## src/hw/rtl/assert_macros.svh

```systemverilog
// ----------------------------------------------------------------------------
// Assertion macros
// Shared concurrent assertion forms for the move-to-front coder RTL.
// ----------------------------------------------------------------------------
`ifndef ASSERT_MACROS_SVH
`define ASSERT_MACROS_SVH

// Check an expression at every rising clock edge outside reset.
`define ASSERT_ALWAYS(label, clk, rst, expr, msg) \
   label: assert property (@(posedge clk) disable iff (rst) (expr)) else $error(msg);

// Check that an antecedent implies a consequent in the same cycle.
`define ASSERT_IMPLY(label, clk, rst, ante, cons, msg) \
   label: assert property (@(posedge clk) disable iff (rst) (ante) |-> (cons)) else $error(msg);

`endif

```

## src/hw/rtl/mtf_pkg.sv

```systemverilog
// ----------------------------------------------------------------------------
// Move-to-front coder package
// Shared types and constants for the cell chain and the controller.
// ----------------------------------------------------------------------------
package mtf_pkg;

   localparam int VALUE_W = 8;

   typedef logic [VALUE_W-1:0] value_type;

   // Broadcast from the controller to every cell.
   typedef struct packed {
      logic      decode;         // 1: key is a position, 0: key is a symbol
      logic      load_identity;  // restore identity order this cycle
      value_type key;            // symbol or saturated position
   } bcast_type;

   // One slot of the token lane or the return lane.
   typedef struct packed {
      logic      valid;
      value_type data;
   } lane_type;

   typedef enum logic {
      ST_IDLE,
      ST_RUN
   } ctrl_state_type;

   // Register index of decode_mode (paddr bit 2 selects the register).
   localparam logic REG_DECODE_MODE = 1'b0;

endpackage

```

## src/hw/rtl/mtf_cell.sv

```systemverilog
// ----------------------------------------------------------------------------
// Move-to-front list cell
// Holds one list entry, forwards the update token and returns the answer.
// ----------------------------------------------------------------------------
module mtf_cell #(
   parameter int INDEX = 0
) (
   input  logic              clock,
   input  logic              reset,
   input  mtf_pkg::bcast_type bc,
   input  mtf_pkg::lane_type tok_i,
   output mtf_pkg::lane_type tok_o,
   input  mtf_pkg::lane_type ret_i,
   output mtf_pkg::lane_type ret_o
);
   import mtf_pkg::*;

   localparam value_type MY_INDEX = value_type'(INDEX);
   localparam logic      IS_FRONT = (INDEX == 0);

   value_type value_ff, value_in;
   lane_type  tok_ff, tok_in;
   lane_type  ret_ff, ret_in;
   logic      hit;

   always_comb begin
      hit = tok_i.valid && (bc.decode ? (MY_INDEX == bc.key) : (value_ff == bc.key));

      value_in = value_ff;
      if (bc.load_identity) begin
         value_in = MY_INDEX;
      end else if (tok_i.valid) begin
         // take the entry from the cell in front, the token carries it
         value_in = tok_i.data;
      end else if (IS_FRONT && ret_ff.valid && bc.decode) begin
         // recovered symbol lands at the front
         value_in = ret_ff.data;
      end

      tok_in.valid = tok_i.valid && !hit;
      tok_in.data  = value_ff;

      if (hit) begin
         ret_in.valid = 1'b1;
         ret_in.data  = bc.decode ? value_ff : MY_INDEX;
      end else begin
         ret_in = ret_i;
      end
   end

   always_ff @(posedge clock) begin
      if (reset) begin
         value_ff <= MY_INDEX;
         tok_ff   <= '0;
         ret_ff   <= '0;
      end else begin
         value_ff <= value_in;
         tok_ff   <= tok_in;
         ret_ff   <= ret_in;
      end
   end

   assign tok_o = tok_ff;
   assign ret_o = ret_ff;

endmodule

```

## config.mk

```make
export PLATFORM = sky130hd
export DESIGN_NAME = mtf_cell
export DESIGN_NICKNAME = d
export VERILOG_FILES = /design/src/hw/rtl/assert_macros.svh /design/src/hw/rtl/mtf_pkg.sv /design/src/hw/rtl/mtf_cell.sv
export SDC_FILE = /design/constraint.sdc
export NUM_CORES = 1
export LEC_CHECK = 0
export ABC_AREA = 0
export CAP_MARGIN = 25
export CORE_ASPECT_RATIO = 1.75
export CORE_UTILIZATION = 30
export DETAILED_ROUTE_END_ITERATION = 10
export DONT_BUFFER_PORTS = 1
export HOLD_SLACK_MARGIN = 0.06
export PLACE_DENSITY = 0.45
export SLEW_MARGIN = 10
export SYNTH_ARGS = -nofsm -noshare
export SYNTH_HDL_FRONTEND = slang
export SYNTH_SLANG_ARGS = --single-unit
```

## constraint.sdc

```tcl
create_clock -name clock -period 2 [get_ports clock]
set_input_delay 0.1 -clock clock [delete_from_list [all_inputs] [get_ports clock]]
set_output_delay 0.1 -clock clock [all_outputs]
set_load 0.005 [all_outputs]
```

# Word-level counts from Yosys, hierarchy flattened
# Cells that the tools add are included.
# word_totals
regBits	26
input_bits	30
output_inout_bits	18
wordCells	18
# classes
eq_ne	1
mux	5
n_reduce_logical	7
# op_table
op	count
two-way mux 8 bit	3
two-way mux 9 bit	1
equality test 8 bit	1
zero test 8 bit	1
logical AND 1 bit	3
nonzero test 2 bit	1
OR reduction 2 bit	1
zero test 1 bit	1
two-way mux 1 bit	1

# Depth between registers and ports, before layout
# depth
ltp_word	5
mapped_depth	6
depth_no_buf	5

# Least setup slack after synthesis
# No wires, ideal clock.
# synth_path
path_type	reg2reg
start	register value_ff[7]
end	register ret_ff, in the netlist ret_o[0]
setup_time_ns	0.119
arrival_ns	1.592
required_time_ns	1.881
setup_slack_ns	0.289
path_stages_with_launch	7
path_buffers	1
synth_period_minus_slack_ns	1.711
cell_sequence	dfxtp_1 -> xnor2_1 -> nand3_1 -> or4_4 -> o31a_1 -> buf_6 -> mux2i_1
# synth_between
elab_chain_len	4
# synth_lines
element	line	rtl
from (decl)	mtf_cell.sv:21	value_type value_ff, value_in;
from (signal assigned)	mtf_cell.sv:57	value_ff <= value_in;
equality test 8 bit	mtf_cell.sv:27	hit = tok_i.valid && (bc.decode ? (MY_INDEX == bc.key) : (value_ff == bc.key));
two-way mux 1 bit	mtf_cell.sv:27	
logical AND 1 bit	mtf_cell.sv:27	
two-way mux 9 bit	mtf_cell.sv:43	if (hit) begin
to (signal assigned)	mtf_cell.sv:59	ret_ff <= ret_in;
to (decl)	mtf_cell.sv:23	lane_type ret_ff, ret_in;
# Every way passes these cells.
# A chain may end at the register's enable or synchronous reset.

# Worst setup path after layout
# layout_path
start	register value_ff[7]
end	register ret_ff, in the netlist ret_o[2]
# Same word-level chain as after synthesis.

==> results.ini <==
[run_status]
status = complete, no violations

[critical_path]
rr_worst_depth = 5
path_depth = 5
crit_chain = xnor2_1 > nand3_1 > or4_4 > o31a_2 > mux2i_1
cp-end-kind = flop
path_class = flop to flop
path_delay_family = simple AND/OR/NAND/NOR gates
worstSetupStartpoint = value_ff[7]
r2r_start = value_ff[7]
cp.required_ns = 2.15
crit_fanout = 8
critical_path_arrival_ns = 2.00
slowest_delay_ns = 0.52
start_kind = flop
crit_slowest_cell = or4_4
path_buf_inv = 0

[drt]
viasPerCell = 5.09
drt-total-wl_mm = 2.68
drcViolationCount = 0
post_drt_wl_per_cell_um = 15.4
ant_nets = 0
first_pass_iters = 4
drt_iter0_markers = 18
num_vias = 886

[global_route]
first_global_vias = 887
grt_pass1_wl_mm = 4.29
grt_max_degree = 27
grtUsageTotal = 0.140
grt_overflow = 0
antenna_found_initial = 0

[final_layout]
drive_above_1_share = 0.0859
n_fill_cell = 394
layout.nets = 159
area_growth_pct = 19.0
stdcell_area_mm2 = 0.00135
diodes = 0
stdcell_count = 174
seq_area_um2 = 520
multi_input_area_um2 = 566
final_util = 0.372

[cts]
clk_path_buf_depth = 2
post_cts_buffers = 0
clock_sinks = 26
cts-htree-levels = 1
cts.clk_slew.worst_paths_ns = 0.09
cts_tree = yes
cts_made_buffers = 3
cts_root_buf = clkbuf_8
clkLatencyLatePin_ns = 0.26

[power]
peakVddDrop_v = 0.000399
totalPowerFinal_uw = 998
powerDensity_mw_per_mm2 = 740
p_leak_nw = 0.549

[placement]
detailedPlace.worstSlack_ns = 0.0690
postPlaceCellArea_mm2 = 0.00117
gp_congestion = 0.765
placed_cells = 158
dp_hpwl_mm = 1.87
port_buffers = 0

[synth]
async_flop_share = 0
ys_ff_latch = 26
syn-mean-instance-area_um2 = 9.69
ys_types = 24
synth_ff_type = dfxtp_1
postSynthCellCount = 117
syn-cell-area_mm2 = 0.00113
synth_nets = 147
synth-edff-count = 0
yosys-top-cells-count = dfxtp_1 (26), mux2i_1 (16), nor2_1 (15)
synth_area_leaders = dfxtp_1 (46%), mux2i_1 (14%), a211oi_1 (5.3%)
synth.most_common_cell = dfxtp_1
yosys_warnings = 0
synth_area_leader_cell = dfxtp_1
yosysTopAreaCellShare = 0.459
ys_seq_area_frac = 0.459

[timing]
post-route-min-period_ns = 1.85
slew_headroom = 0.462
max_freq_ghz = 0.541
fin_hold_ws_ns = 0.0642
finalWorstSetupSlack_ns = 0.150
slew_violations = 0
rsz0062_at_grt = false
tns_ns = 0
fin_crit_sh = 0.925
finalSetupViolCount = 0
tightest_slew_ns = 0.804
hold_viol_final = 0
finClkSkew_ns = 0.00486

[floorplanning]
die_y_um = 83.3
num_rows = 29
ios = 48
die_area_mm2 = 0.00404
die_w_um = 48.5
start_util = 0.312
coreArea_mm2 = 0.00363

[run]
maxCapViolCount = 0

[min_path]
hp-start = tok_i[0]
hold_class = input pin to flop
hold_depth = 2

cells in the final DEF, fill, tap and decap left out, drive strengths merged, types with 2 or more instances in the layout:
master       count
dfxtp           26
mux2i           16
nor2            15
dlygate4sd3     12
nand3b           8
nand2b           8
a211oi           8
xnor2            5
nor2b            5
clkbuf           4
inv              4
nand2            3
nand3            2
nor4             2
buf              2
o31a             2
registers in the layout, indices dropped and copies added (netlist names):
register and flops:
ret_o 9, tok_o 9, value_ff 8
power breakdown:
group / total [mW] / switching (mW) / internal (mW)
combinational: 0.103 / 0.0453 / 0.0577
clock: 0.337 / 0.161 / 0.176
sequential: 0.559 / 0.0180 / 0.541
total: 0.998 / 0.224 / 0.774
timing repair:
item / 4_1_cts / 5_1_grt
gates resized for setup: 0 / 1
endpoints found under the hold margin: 18 / 0
endpoints found under the setup margin: 0 / 3
hold buffers: 12 / 0
final cells by class:
class | count | share of cell area
flip-flops and latches | 26 | 0.386
well taps | 46 | 0.0427
inverters | 4 | 0.0111
multi-input cells | 80 | 0.419
repair buffers | 14 | 0.100
clock buffers | 4 | 0.0408
final timing paths:
| path | to | slack (ns) |
|---|---|---|
| worst max-delay path | ret_o[2] | 0.15 |
| worst min-delay path | value_ff[0] | 0.06 |
| worst max register to register | ret_o[2] | 0.15 |
| worst min register to register | tok_o[2] | 0.49 |
per-layer routing:
metal	global-route usage	up-vias	wire length, µm
met4	0.0561	0	23
met2	0.241	42	1310
met3	0.0348	2	195
met1	0.163	414	1150
met5	0	-	0
li1	-	428	-
kinds of logic (layout without fill, tap and decap cells):
logic type / count (synthesis) / in the layout / synth area share
compound gates: 12 / 12 / 0.0828
xor+xnor: 5 / 5 / 0.0386
buf+inv: 11 / 22 / 0.0430
flops: 26 / 26 / 0.459
mux: 16 / 16 / 0.141
simple gates: 47 / 47 / 0.235
Note: power is estimated with default switching activity, not from simulation.
