**src/hw/rtl/assert_macros.svh**
```systemverilog
// ----------------------------------------------------------------------------
// Assertion macros
// Shared concurrent assertion forms for the move-to-front coder RTL.
// ----------------------------------------------------------------------------
`ifndef ASSERT_MACROS_SVH
`define ASSERT_MACROS_SVH

// Check an expression at every rising clock edge outside reset.
`define ASSERT_ALWAYS(label, clk, rst, expr, msg) \
   label: assert property (@(posedge clk) disable iff (rst) (expr)) else $error(msg);

// Check that an antecedent implies a consequent in the same cycle.
`define ASSERT_IMPLY(label, clk, rst, ante, cons, msg) \
   label: assert property (@(posedge clk) disable iff (rst) (ante) |-> (cons)) else $error(msg);

`endif

```
**src/hw/rtl/mtf_pkg.sv**
```systemverilog
// ----------------------------------------------------------------------------
// Move-to-front coder package
// Shared types and constants for the cell chain and the controller.
// ----------------------------------------------------------------------------
package mtf_pkg;

   localparam int VALUE_W = 8;

   typedef logic [VALUE_W-1:0] value_type;

   // Broadcast from the controller to every cell.
   typedef struct packed {
      logic      decode;         // 1: key is a position, 0: key is a symbol
      logic      load_identity;  // restore identity order this cycle
      value_type key;            // symbol or saturated position
   } bcast_type;

   // One slot of the token lane or the return lane.
   typedef struct packed {
      logic      valid;
      value_type data;
   } lane_type;

   typedef enum logic {
      ST_IDLE,
      ST_RUN
   } ctrl_state_type;

   // Register index of decode_mode (paddr bit 2 selects the register).
   localparam logic REG_DECODE_MODE = 1'b0;

endpackage

```
**src/hw/rtl/mtf_ctrl.sv**
```systemverilog
// ----------------------------------------------------------------------------
// Move-to-front controller
// Request and response handshake, register port and token launch.
// ----------------------------------------------------------------------------
module mtf_ctrl #(
   parameter int ALPHABET_SIZE = 256
) (
   input  logic               clock,
   input  logic               reset,
   input  logic               req_tvalid,
   output logic               req_tready,
   input  logic [7:0]         req_tdata,
   input  logic [0:0]         req_tuser,
   output logic               rsp_tvalid,
   input  logic               rsp_tready,
   output logic [7:0]         rsp_tdata,
   input  logic               csr_psel,
   input  logic               csr_penable,
   input  logic               csr_pwrite,
   input  logic [2:0]         csr_paddr,
   input  logic [31:0]        csr_pwdata,
   output logic [31:0]        csr_prdata,
   output logic               csr_pready,
   output mtf_pkg::bcast_type bc,
   output mtf_pkg::lane_type  tok0,
   input  mtf_pkg::lane_type  ret0
);
   import mtf_pkg::*;

   localparam logic [VALUE_W:0] LAST = (VALUE_W+1)'(ALPHABET_SIZE - 1);

   ctrl_state_type state_ff, state_in;
   logic           mode_ff, mode_in;
   value_type      key_ff, key_in;
   lane_type       tok_ff, tok_in;
   logic           rsp_valid_ff, rsp_valid_in;
   value_type      rsp_data_ff, rsp_data_in;
   logic           accept, out_of_range, miss, csr_write;

   always_comb begin
      out_of_range = {1'b0, req_tdata} > LAST;
      miss         = !mode_ff && out_of_range;
      req_tready   = (state_ff == ST_IDLE) && (!rsp_valid_ff || rsp_tready);
      accept       = req_tvalid && req_tready;

      key_in = key_ff;
      if (accept) begin
         key_in = (mode_ff && out_of_range) ? LAST[VALUE_W-1:0] : req_tdata;
      end

      tok_in.valid = accept && !miss;
      tok_in.data  = req_tdata;

      rsp_valid_in = rsp_valid_ff && !rsp_tready;
      rsp_data_in  = rsp_data_ff;
      if (accept && miss) begin
         rsp_valid_in = 1'b1;
         rsp_data_in  = '0;
      end else if (ret0.valid) begin
         rsp_valid_in = 1'b1;
         rsp_data_in  = ret0.data;
      end

      state_in = state_ff;
      case (state_ff)
         ST_IDLE: begin
            if (accept && !miss) begin
               state_in = ST_RUN;
            end
         end
         ST_RUN: begin
            if (ret0.valid) begin
               state_in = ST_IDLE;
            end
         end
         default: begin
            state_in = ST_IDLE;
         end
      endcase

      csr_write = csr_psel && csr_penable && csr_pwrite && csr_pready;
      mode_in   = mode_ff;
      if (csr_write && (csr_paddr[2] == REG_DECODE_MODE)) begin
         mode_in = csr_pwdata[0];
      end
   end

   always_ff @(posedge clock) begin
      if (reset) begin
         state_ff     <= ST_IDLE;
         mode_ff      <= 1'b0;
         tok_ff       <= '0;
         rsp_valid_ff <= 1'b0;
      end else begin
         state_ff     <= state_in;
         mode_ff      <= mode_in;
         tok_ff       <= tok_in;
         rsp_valid_ff <= rsp_valid_in;
      end
   end

   always_ff @(posedge clock) begin
      key_ff      <= key_in;
      rsp_data_ff <= rsp_data_in;
   end

   assign bc.decode        = mode_ff;
   assign bc.load_identity = accept && req_tuser[0];
   assign bc.key           = key_ff;
   assign tok0             = tok_ff;
   assign rsp_tvalid       = rsp_valid_ff;
   assign rsp_tdata        = rsp_data_ff;
   assign csr_pready       = 1'b1;
   assign csr_prdata       = (csr_paddr[2] == REG_DECODE_MODE) ? {31'b0, mode_ff} : 32'b0;

endmodule

```
**config.mk**
```make
export PLATFORM = sky130hd
export DESIGN_NAME = mtf_ctrl
export DESIGN_NICKNAME = d
export VERILOG_FILES = /design/src/hw/rtl/assert_macros.svh /design/src/hw/rtl/mtf_pkg.sv /design/src/hw/rtl/mtf_ctrl.sv
export SDC_FILE = /design/constraint.sdc
export NUM_CORES = 1
export LEC_CHECK = 0
export ABC_AREA = 1
export BUFFER_PORTS_ARGS = -buffer_cell sky130_fd_sc_hd__buf_2
export CELL_PAD_IN_SITES_DETAIL_PLACEMENT = 1
export CELL_PAD_IN_SITES_GLOBAL_PLACEMENT = 1
export CORE_ASPECT_RATIO = 1.4
export CORE_MARGIN = 2
export CORE_UTILIZATION = 26
export CTS_BUF_LIST = sky130_fd_sc_hd__clkbuf_4 sky130_fd_sc_hd__clkbuf_8
export DETAILED_ROUTE_END_ITERATION = 12
export PLACE_DENSITY_LB_ADDON = 0.12
export SYNTH_ARGS = -nofsm -noshare
export SYNTH_HDL_FRONTEND = slang
export SYNTH_SLANG_ARGS = --single-unit
```
**constraint.sdc**
```tcl
create_clock -name clock -period 1.9 [get_ports clock]
set_clock_uncertainty 0.1 [all_clocks]
set_input_delay 0.57 -clock clock [delete_from_list [all_inputs] [get_ports clock]]
set_output_delay 0.57 -clock clock [all_outputs]
set_load 0.005 [all_outputs]
```
Yosys cells after proc, flatten, opt, wreduce, memory -nomap -nowiden
Index checks and enable logic that the tools add are counted. W data, S select, Z words.

Bits in registers: 28. Input port bits: 60. Output and inout bits: 62. Logic and storage cells: 24.

Muxes and demuxes: 5. Bitwise operators: 2. Reductions and logical operators: 10.

Operator list (number): $logic_and A1 B1 Y1 (7); $mux W1 (4); $logic_not A1 Y1 (2); $not A1 Y1 (2); $pmux W1 S2 (1); $logic_or A1 B1 Y1 (1).

Depth between registers and ports, before layout
Gate-level depths: netlist of run 1.

Depth after elaboration: 6. Mapped depth: 5. Depth with buffers taken out: 5.

Least setup slack after synthesis of run 1
OpenSTA, ideal clock, no wires.

Kind: input -> output. Start point: input port rsp_tready. End point: output port bc[8] (netlist bit). Arrival: 832 ps. Required time: 1230 ps. Path slack: 398 ps. Stages: 4. Buffers on the path: 0. Cell sequence: inv_2 -> nand2_4 -> nand3_4 -> nor2_1.

RTL lines: start: declaration (line mtf_ctrl.sv:15) `input logic rsp_tready,`; end: declaration (line mtf_ctrl.sv:24) `output mtf_pkg::bcast_type bc,`.

==> qor.yml, run 1 <==
die:
  die-area_um2: 5060
  rows: 28
  pin_count: 122
  core_area_um2: 4270
  die_w_um: 60.7
  dieHeight_um: 83.4
  initial_utilization_pct: 27.4
synthesis:
  synth-seq-cells: 28
  yosys.area_share.simple_pct: 8.23
  syn_inst: 105
  synth_top_cell_by_area: "edfxtp_1"
  netlist_top_cells_count: "34 x buf_4, 17 x inv_1, 16 x edfxtp_1"
  synth_fa_ha_area_share_pct: 0
  syn_area_per_cell_um2: 11.2
  yosysTopAreaCellShare_pct: 41.0
  yosysSeqAreaShare_pct: 61.5
  synth_cell_types: 14
  async_flop_share_pct: 0
  synthMuxAreaShare_pct: 0
  synth_area_leaders: "edfxtp_1 41%, buf_4 22%, dfxtp_1 21%, inv_1 5.4%, nor2_1 3.8%"
  syn-cell-area_um2: 1170
  yosysMostFrequentCell: "buf_4"
  synth_top_family_by_area: "buffers and inverters"
  synth_compound_area_share_pct: 2.03
  synthXorXnorAreaFrac_pct: 0
  synth-main-ff-cell: "edfxtp_1"
  synth_edf_count: 16
  yosys_warnings: 0
global_routing:
  overflow: 0
  antenna_found_initial: 0
  grt_pass1_wl_um: 3770
  grt_start_max_net_pins: 16
  grt_usage_pct: 9.80
  grt_pass1_vias: 797
run:
  drv_cap: 0
power_and_ir_drop:
  p_per_area_nw_per_um2: 808
  p_leak_nw: 0.760
  ir_worst_vdd_v: 0.000262
cts:
  cts_buffers: 3
  clock_path_buffers: 2
  clk_pin_slew_ns: 0.09
  htree_levels: 1
  cts_tree: "yes"
  ctsHoldBuffers: 0
  cts.sinks: 28
  cts_setup_buffers: 0
  root_buffer: "clkbuf_8"
  ctsResizeCount: 0
  clk_latency_ns: 0.26
sta:
  hold_slack_ns: 0.376
  fmax_ghz: 0.581
  tns_ns: 0
  fin_ws_ns: 0.180
  drv_slew: 0
  setup_viol: 0
  timing.final.crit_share_pct: 90.5
  rsz0062_at_grt: "no"
  timing_hold_violations_final: 0
  layout_min_cycle_time_ns: 1.72
critical_path:
  worstReg2RegEnd: "key_ff[1]$_DFFE_PP_"
  worstSetupStartpoint: "rsp_tready"
  rrSetupSlack_ns: 0.68
  worstSetupPathType: "in2out"
  crit_fanout: 4
  crit_arrival_ns: 1.05
  critPathRequiredTime_ns: 1.23
  cp-end-kind: "output pin"
  ff2ff_path_depth: 3
  critPathCapture: "bc[8]"
  r2r_start: "rsp_tvalid$_SDFF_PP0_"
  worstSetupStartpointType: "primary input"
final_layout:
  areaGrowthSynthToFinish_pct: 22.3
  multi_input_area_um2: 240
  regArea_um2: 721
  diodes: 0
  num-nets-final: 222
  fin_area_um2: 1430
  nFillCells: 534
  drive_above_1_share_pct: 40.4
placement:
  hpwlAfterDp_um: 1970
  placed_area_um2: 1380
  port_buffers: 56
  post-place-ws_ns: 0.176
  place_congestion: 0.621
min_path:
  worstHoldPathType: "in2reg"
routing:
  wirelength_um: 2360
  drtPass1Iterations: 3
  num_vias: 752
  drtAntennaViolNets: 0
  wire_per_inst_um: 10.7
  drt-vias-per-instance: 3.40
  drc_errors: 0
  drt_iter0_drc: 18
run_status:
  status: "finished, final reports clean"
==> cells in the final DEF (no fill, tap or decap), drive strengths merged <==
cell / count
conb: 32
nor2: 13
nand3: 2
buf: 56
nand2: 4
a21oi: 4
dfxtp: 12
edfxtp: 16
inv: 18
clkbuf: 4
==> area by class of cell <==
| type | count | share of cell area, % |
|---|---|---|
| well taps | 60 | 5.24 |
| flip-flops and latches | 28 | 50.3 |
| repair buffers | 56 | 19.6 |
| clock buffers | 4 | 3.41 |
| multi-input cells | 55 | 16.8 |
| inverters | 18 | 4.72 |
==> cell families after synthesis <==
family,after synthesis
other cells,2
simple gates,19
buf+inv,52
flops,28
compound gates,4
==> critical path, cell delays in order <==
cell and delay [ns]:
buf_2 0.09, inv_2 0.04, nand2_4 0.06, nand3_4 0.08, nor2_1 0.09, buf_2 0.11
==> through the flow <==
stage                     power, mW  util (%)  cells
after floorplan               0.809         -    135
final                          1.16      33.5    221
after detailed placement      0.842      32.4    217
after global placement        0.836      32.4    217
after global routing           1.23      33.5    221
after CTS                      1.18      33.5    221
==> power breakdown <==
group / switching [mW] / leakage, nW / total, mW / internal, mW
sequential: 0.0111 / 0.254 / 0.694 / 0.683
combinational: 0.0756 / 0.480 / 0.131 / 0.0558
clock: 0.168 / 0.0262 / 0.332 / 0.164
==> worst min path at each step <==
stage | start | end | slack, ns | cells past startpoint
6_report | ret0[6] | rsp_tdata[6]$_DFFE_PP_ | 0.38 | 1
5_1_grt | ret0[2] | rsp_tdata[2]$_DFFE_PP_ | 0.36 | 1
4_1_cts | ret0[6] | rsp_tdata[6]$_DFFE_PP_ | 0.36 | 1
3_5_place_dp | state_ff$_SDFF_PP0_ | state_ff$_SDFF_PP0_ | 0.39 | 2
3_3_place_gp | state_ff$_SDFF_PP0_ | state_ff$_SDFF_PP0_ | 0.39 | 2
2_1_floorplan | state_ff$_SDFF_PP0_ | state_ff$_SDFF_PP0_ | 0.37 | 2
==> layer usage <==
layer / global-route usage [%] / vias to the layer above / routed length [um]
met3: 2.49 / 2 / 223
met5: 0 / - / 0
met4: 2.96 / 0 / 21
met2: 18.9 / 45 / 1390
li1: - / 363 / -
met1: 9.51 / 342 / 728
==> state kept, by name, summed over array words and instances, names as in the netlist <==
signal      count
state_ff        1
rsp_tvalid      1
tok0            9
key_ff          8
rsp_tdata       8
mode_ff         1
Power figures use the tool's default switching activity.
==> run 2, diff against run 1 <==
--- a/config.mk
+++ b/config.mk
@@ -7,11 +7,11 @@
 export LEC_CHECK = 0
 export ABC_AREA = 1
 export BUFFER_PORTS_ARGS = -buffer_cell sky130_fd_sc_hd__buf_2
-export CELL_PAD_IN_SITES_DETAIL_PLACEMENT = 1
-export CELL_PAD_IN_SITES_GLOBAL_PLACEMENT = 1
+export CELL_PAD_IN_SITES_DETAIL_PLACEMENT = 2
+export CELL_PAD_IN_SITES_GLOBAL_PLACEMENT = 2
 export CORE_ASPECT_RATIO = 1.4
 export CORE_MARGIN = 2
-export CORE_UTILIZATION = 26
+export CORE_UTILIZATION = 19
 export CTS_BUF_LIST = sky130_fd_sc_hd__clkbuf_4 sky130_fd_sc_hd__clkbuf_8
 export DETAILED_ROUTE_END_ITERATION = 12
 export PLACE_DENSITY_LB_ADDON = 0.12
==> qor.yml, run 2 (synthesized netlist as in run 1, its figures left out) <==
sta:
  layout_min_cycle_time_ns: 1.71
  rsz0062_at_grt: "no"
  drv_slew: 0
  fin_ws_ns: 0.193
  timing_hold_violations_final: 0
  timing.final.crit_share_pct: 89.8
  fmax_ghz: 0.586
  setup_viol: 0
  tns_ns: 0
  hold_slack_ns: 0.371
placement:
  place_inst: 227
  placed_area_um2: 1400
  hpwlAfterDp_um: 1940
  port_buffers: 56
  place_congestion: 0.650
  post-place-ws_ns: 0.190
power_and_ir_drop:
  intPower_mw: 1.02
  ir_worst_vdd_v: 0.000427
  power_switching_mw: 0.271
  seqPwrFrac_pct: 53.7
  switching_share_pct: 21.0
  p_per_area_nw_per_um2: 880
  combinationalPowerShare_pct: 10.1
  pwr-share-clk_pct: 36.2
  total_power_mw: 1.29
  p_leak_nw: 0.770
cts:
  clk_latency_ns: 0.27
  ctsResizeCount: 0
  root_buffer: "clkbuf_8"
  htree_levels: 1
  cts_setup_buffers: 0
  ctsHoldBuffers: 0
  clock_path_buffers: 2
  clk_pin_slew_ns: 0.09
  cts_buffers: 3
  cts_tree: "yes"
  cts.sinks: 28
die:
  rows: 33
  die-area_um2: 6820
  dieHeight_um: 96.9
  initial_utilization_pct: 19.8
  pin_count: 122
  die_w_um: 70.4
  core_area_um2: 5900
final_layout:
  fin_area_um2: 1470
  final_cells: 231
  layout_common_cells: "56 x buf_2, 32 x conb_1, 17 x inv_1"
  diodes: 0
  nFillCells: 720
  num-nets-final: 222
  largest_reg_flops: 9
  areaGrowthSynthToFinish_pct: 25.3
  drive_above_1_share_pct: 40.4
  final_common_cell: "buf_2"
  final_util_pct: 24.9
routing:
  drt_iter0_drc: 8
  drc_errors: 0
  wirelength_um: 2400
  drt-vias-per-instance: 3.32
  drtAntennaViolNets: 0
  wire_per_inst_um: 10.4
  drtPass1Iterations: 4
  num_vias: 766
critical_path:
  worstSetupStartpointType: "primary input"
  ff2ff_path_depth: 3
  critPathRequiredTime_ns: 1.23
  crit_arrival_ns: 1.04
  cp-end-kind: "output pin"
  worstSetupPathType: "in2out"
  crit_fanout: 4
min_path:
  hold_depth: 1
  worstHoldPathType: "in2reg"
global_routing:
  antenna_found_initial: 0
  grt_usage_pct: 6.92
  grt_start_max_net_pins: 17
  overflow: 0
  grt_pass1_vias: 760
  grt_pass1_wl_um: 3710
run_status:
  status: "finished, final reports clean"
run:
  drv_cap: 0
==> run 2: layout make-up <==
cell class	count	area, um2	area share (%)
multi-input combinational	55	240	16.4
timing repair buffer	56	280	19.1
inverter	18	67.6	4.60
tap	70	87.6	5.97
sequential	28	721	49.1
clock buffer	3	41.3	2.81
clock inverter	1	30.0	2.05
==> run 2: power groups by stage <==
stage / sequential, mW / combinational (mW) / clock [mW]
floorplan: 0.714 / 0.0957 / 0
global placement: 0.707 / 0.131 / 0
detailed placement: 0.709 / 0.133 / 0
CTS: 0.695 / 0.134 / 0.492
global route: 0.699 / 0.150 / 0.511
finish: 0.694 / 0.130 / 0.467
==> run 2: final timing paths <==
check             slack (ns)                     end                   from
setup / recovery        0.19                   bc[8]             rsp_tready
hold / removal          0.37  rsp_tdata[2]$_DFFE_PP_                ret0[2]
setup reg to reg        0.68     key_ff[6]$_DFFE_PP_  rsp_tvalid$_SDFF_PP0_
hold reg to reg         0.41     state_ff$_SDFF_PP0_    state_ff$_SDFF_PP0_
==> run 2: critical path, cell delays in order <==
cell	delay (ns)
buf_2	0.08
inv_2	0.04
nand2_4	0.06
nand3_4	0.08
nor2_1	0.09
buf_2	0.11
==> run 2: per-layer routing <==
| layer | global-route usage (%) | vias to the layer above | part of all wire (%) | wire length (um) |
|---|---|---|---|---|
| met5 | 0 | - | 0 | 0 |
| met4 | 3.99 | 0 | 1.7 | 41 |
| met3 | 1.46 | 2 | 7.4 | 177 |
| met2 | 13.1 | 38 | 59 | 1410 |
| met1 | 6.60 | 363 | 32 | 768 |
| li1 | - | 363 | - | - |
==> run 3, diff against run 2 <==
--- a/config.mk
+++ b/config.mk
@@ -15,6 +15,7 @@
 export CTS_BUF_LIST = sky130_fd_sc_hd__clkbuf_4 sky130_fd_sc_hd__clkbuf_8
 export DETAILED_ROUTE_END_ITERATION = 12
 export PLACE_DENSITY_LB_ADDON = 0.12
+export SETUP_SLACK_MARGIN = 0.2
 export SYNTH_ARGS = -nofsm -noshare
 export SYNTH_HDL_FRONTEND = slang
 export SYNTH_SLANG_ARGS = --single-unit
==> qor.yml, run 3 (synthesized netlist as in run 1, its figures left out) <==
run_status:
  status: "finished, final reports clean"
placement:
  hpwlAfterDp_um: 1940
  post-place-ws_ns: 0.190
  port_buffers: 56
  place_congestion: 0.650
cts:
  root_buffer: "clkbuf_8"
  cts_tree: "yes"
  clock_path_buffers: 2
  htree_levels: 1
  clk_latency_ns: 0.27
  cts.sinks: 28
  cts_buffers: 3
  clk_pin_slew_ns: 0.09
critical_path:
  critPathRequiredTime_ns: 1.23
  worstSetupStartpoint: "rsp_tready"
  crit_arrival_ns: 0.98
  r2r_start: "state_ff$_SDFF_PP0_"
  crit_fanout: 2
  cp-end-kind: "output pin"
  worstSetupPathType: "in2out"
  worstSetupStartpointType: "primary input"
  ff2ff_path_depth: 4
power_and_ir_drop:
  p_leak_nw: 0.776
  p_per_area_nw_per_um2: 873
  combinationalPowerShare_pct: 10.4
  power_switching_mw: 0.272
  switching_share_pct: 21.0
  intPower_mw: 1.02
  ir_worst_vdd_v: 0.000427
  seqPwrFrac_pct: 53.6
  pwr-share-clk_pct: 36.0
sta:
  drv_slew: 0
  tns_ns: 0
  fmax_ghz: 0.604
  timing.final.crit_share_pct: 87.1
  layout_min_cycle_time_ns: 1.65
  timing_hold_violations_final: 0
  fin_ws_ns: 0.246
  setup_viol: 0
  rsz0062_at_grt: "no"
final_layout:
  areaGrowthSynthToFinish_pct: 26.8
  final_common_cell: "buf_2"
  drive_above_1_share_pct: 42.0
  largest_reg_flops: 9
  num-nets-final: 223
  diodes: 0
  layout_common_cells: "55 x buf_2, 32 x conb_1, 17 x inv_1"
global_routing:
  grt_start_max_net_pins: 17
  grt_usage_pct: 7.00
  grt_pass1_vias: 772
  overflow: 0
  grt_pass1_wl_um: 3770
  antenna_found_initial: 0
min_path:
  worstHoldPathType: "in2reg"
  hold_start: "ret0[2]"
  hold_depth: 1
routing:
  drt-vias-per-instance: 3.34
  drtAntennaViolNets: 0
  drtPass1Iterations: 4
  wire_per_inst_um: 10.4
  drc_errors: 0
  wirelength_um: 2420
  num_vias: 775
  drt_iter0_drc: 9
die:
  initial_utilization_pct: 19.8
  pin_count: 122
  core_area_um2: 5900
  rows: 33
  die-area_um2: 6820
  dieHeight_um: 96.9
  die_w_um: 70.4
run:
  drv_cap: 0
[run 3: path summary, 6_finish.rpt]
| check | slack [ns] | endpoint |
|---|---|---|
| hold / removal | 0.37 | rsp_tdata[2]$_DFFE_PP_ |
| hold reg to reg | 0.41 | state_ff$_SDFF_PP0_ |
| setup reg to reg | 0.58 | key_ff[6]$_DFFE_PP_ |
| setup / recovery | 0.25 | bc[8] |
[run 3: metrics by stage]
stage | cells | instance area [um2] | util, % | power (mW) | hold WS, ns
2_1_floorplan | 135 | 1280 | - | 0.809 | 0.368
3_3_place_gp | 227 | 1400 | 23.6 | 0.838 | 0.392
3_5_place_dp | 227 | 1400 | 23.6 | 0.842 | 0.397
4_1_cts | 232 | 1480 | 25.0 | 1.32 | 0.358
5_1_grt | 232 | 1490 | 25.2 | 1.37 | 0.349
6_report | 232 | 1490 | 25.2 | 1.30 | 0.371
[run 3: area by class of cell]
cell class                      count  area, um2
Fill cell                         718       4420
Sequential cell                    28        722
Timing Repair Buffer               57        294
Multi-Input combinational cell     55        243
Tap cell                           70       87.6
Inverter                           18       67.6
Clock buffer                        3       41.3
Clock inverter                      1       30.0
[run 3: critical path, cell delays in order]
cell and delay, ns:
buf_6 0.09, inv_2 0.07, nand2_4 0.06, nand3_4 0.06, nor2_2 0.03, buf_2 0.11
[run 3: layer usage]
metal	part of all wire (%)	vias up	track usage [%]
li1	-	365	-
met1	31	370	6.73
met2	60	38	13.3
met3	7.4	2	1.46
met4	1.7	0	3.99
met5	0	-	0
[run 3: repair_timing]
action / in CTS / in global routing
pin swaps: 1 / 1
hold buffers: 0 / 0
resized for setup: 0 / 3
buffers inserted: 1 / 0
endpoints found under the setup margin: 1 / 1
[run 3: power groups by stage]
stage / sequential, mW / clock, mW / combinational, mW
floorplan: 0.714 / 0 / 0.0957
global placement: 0.707 / 0 / 0.131
CTS: 0.695 / 0.492 / 0.136
detailed placement: 0.709 / 0 / 0.133
finish: 0.694 / 0.467 / 0.135
global route: 0.699 / 0.511 / 0.155
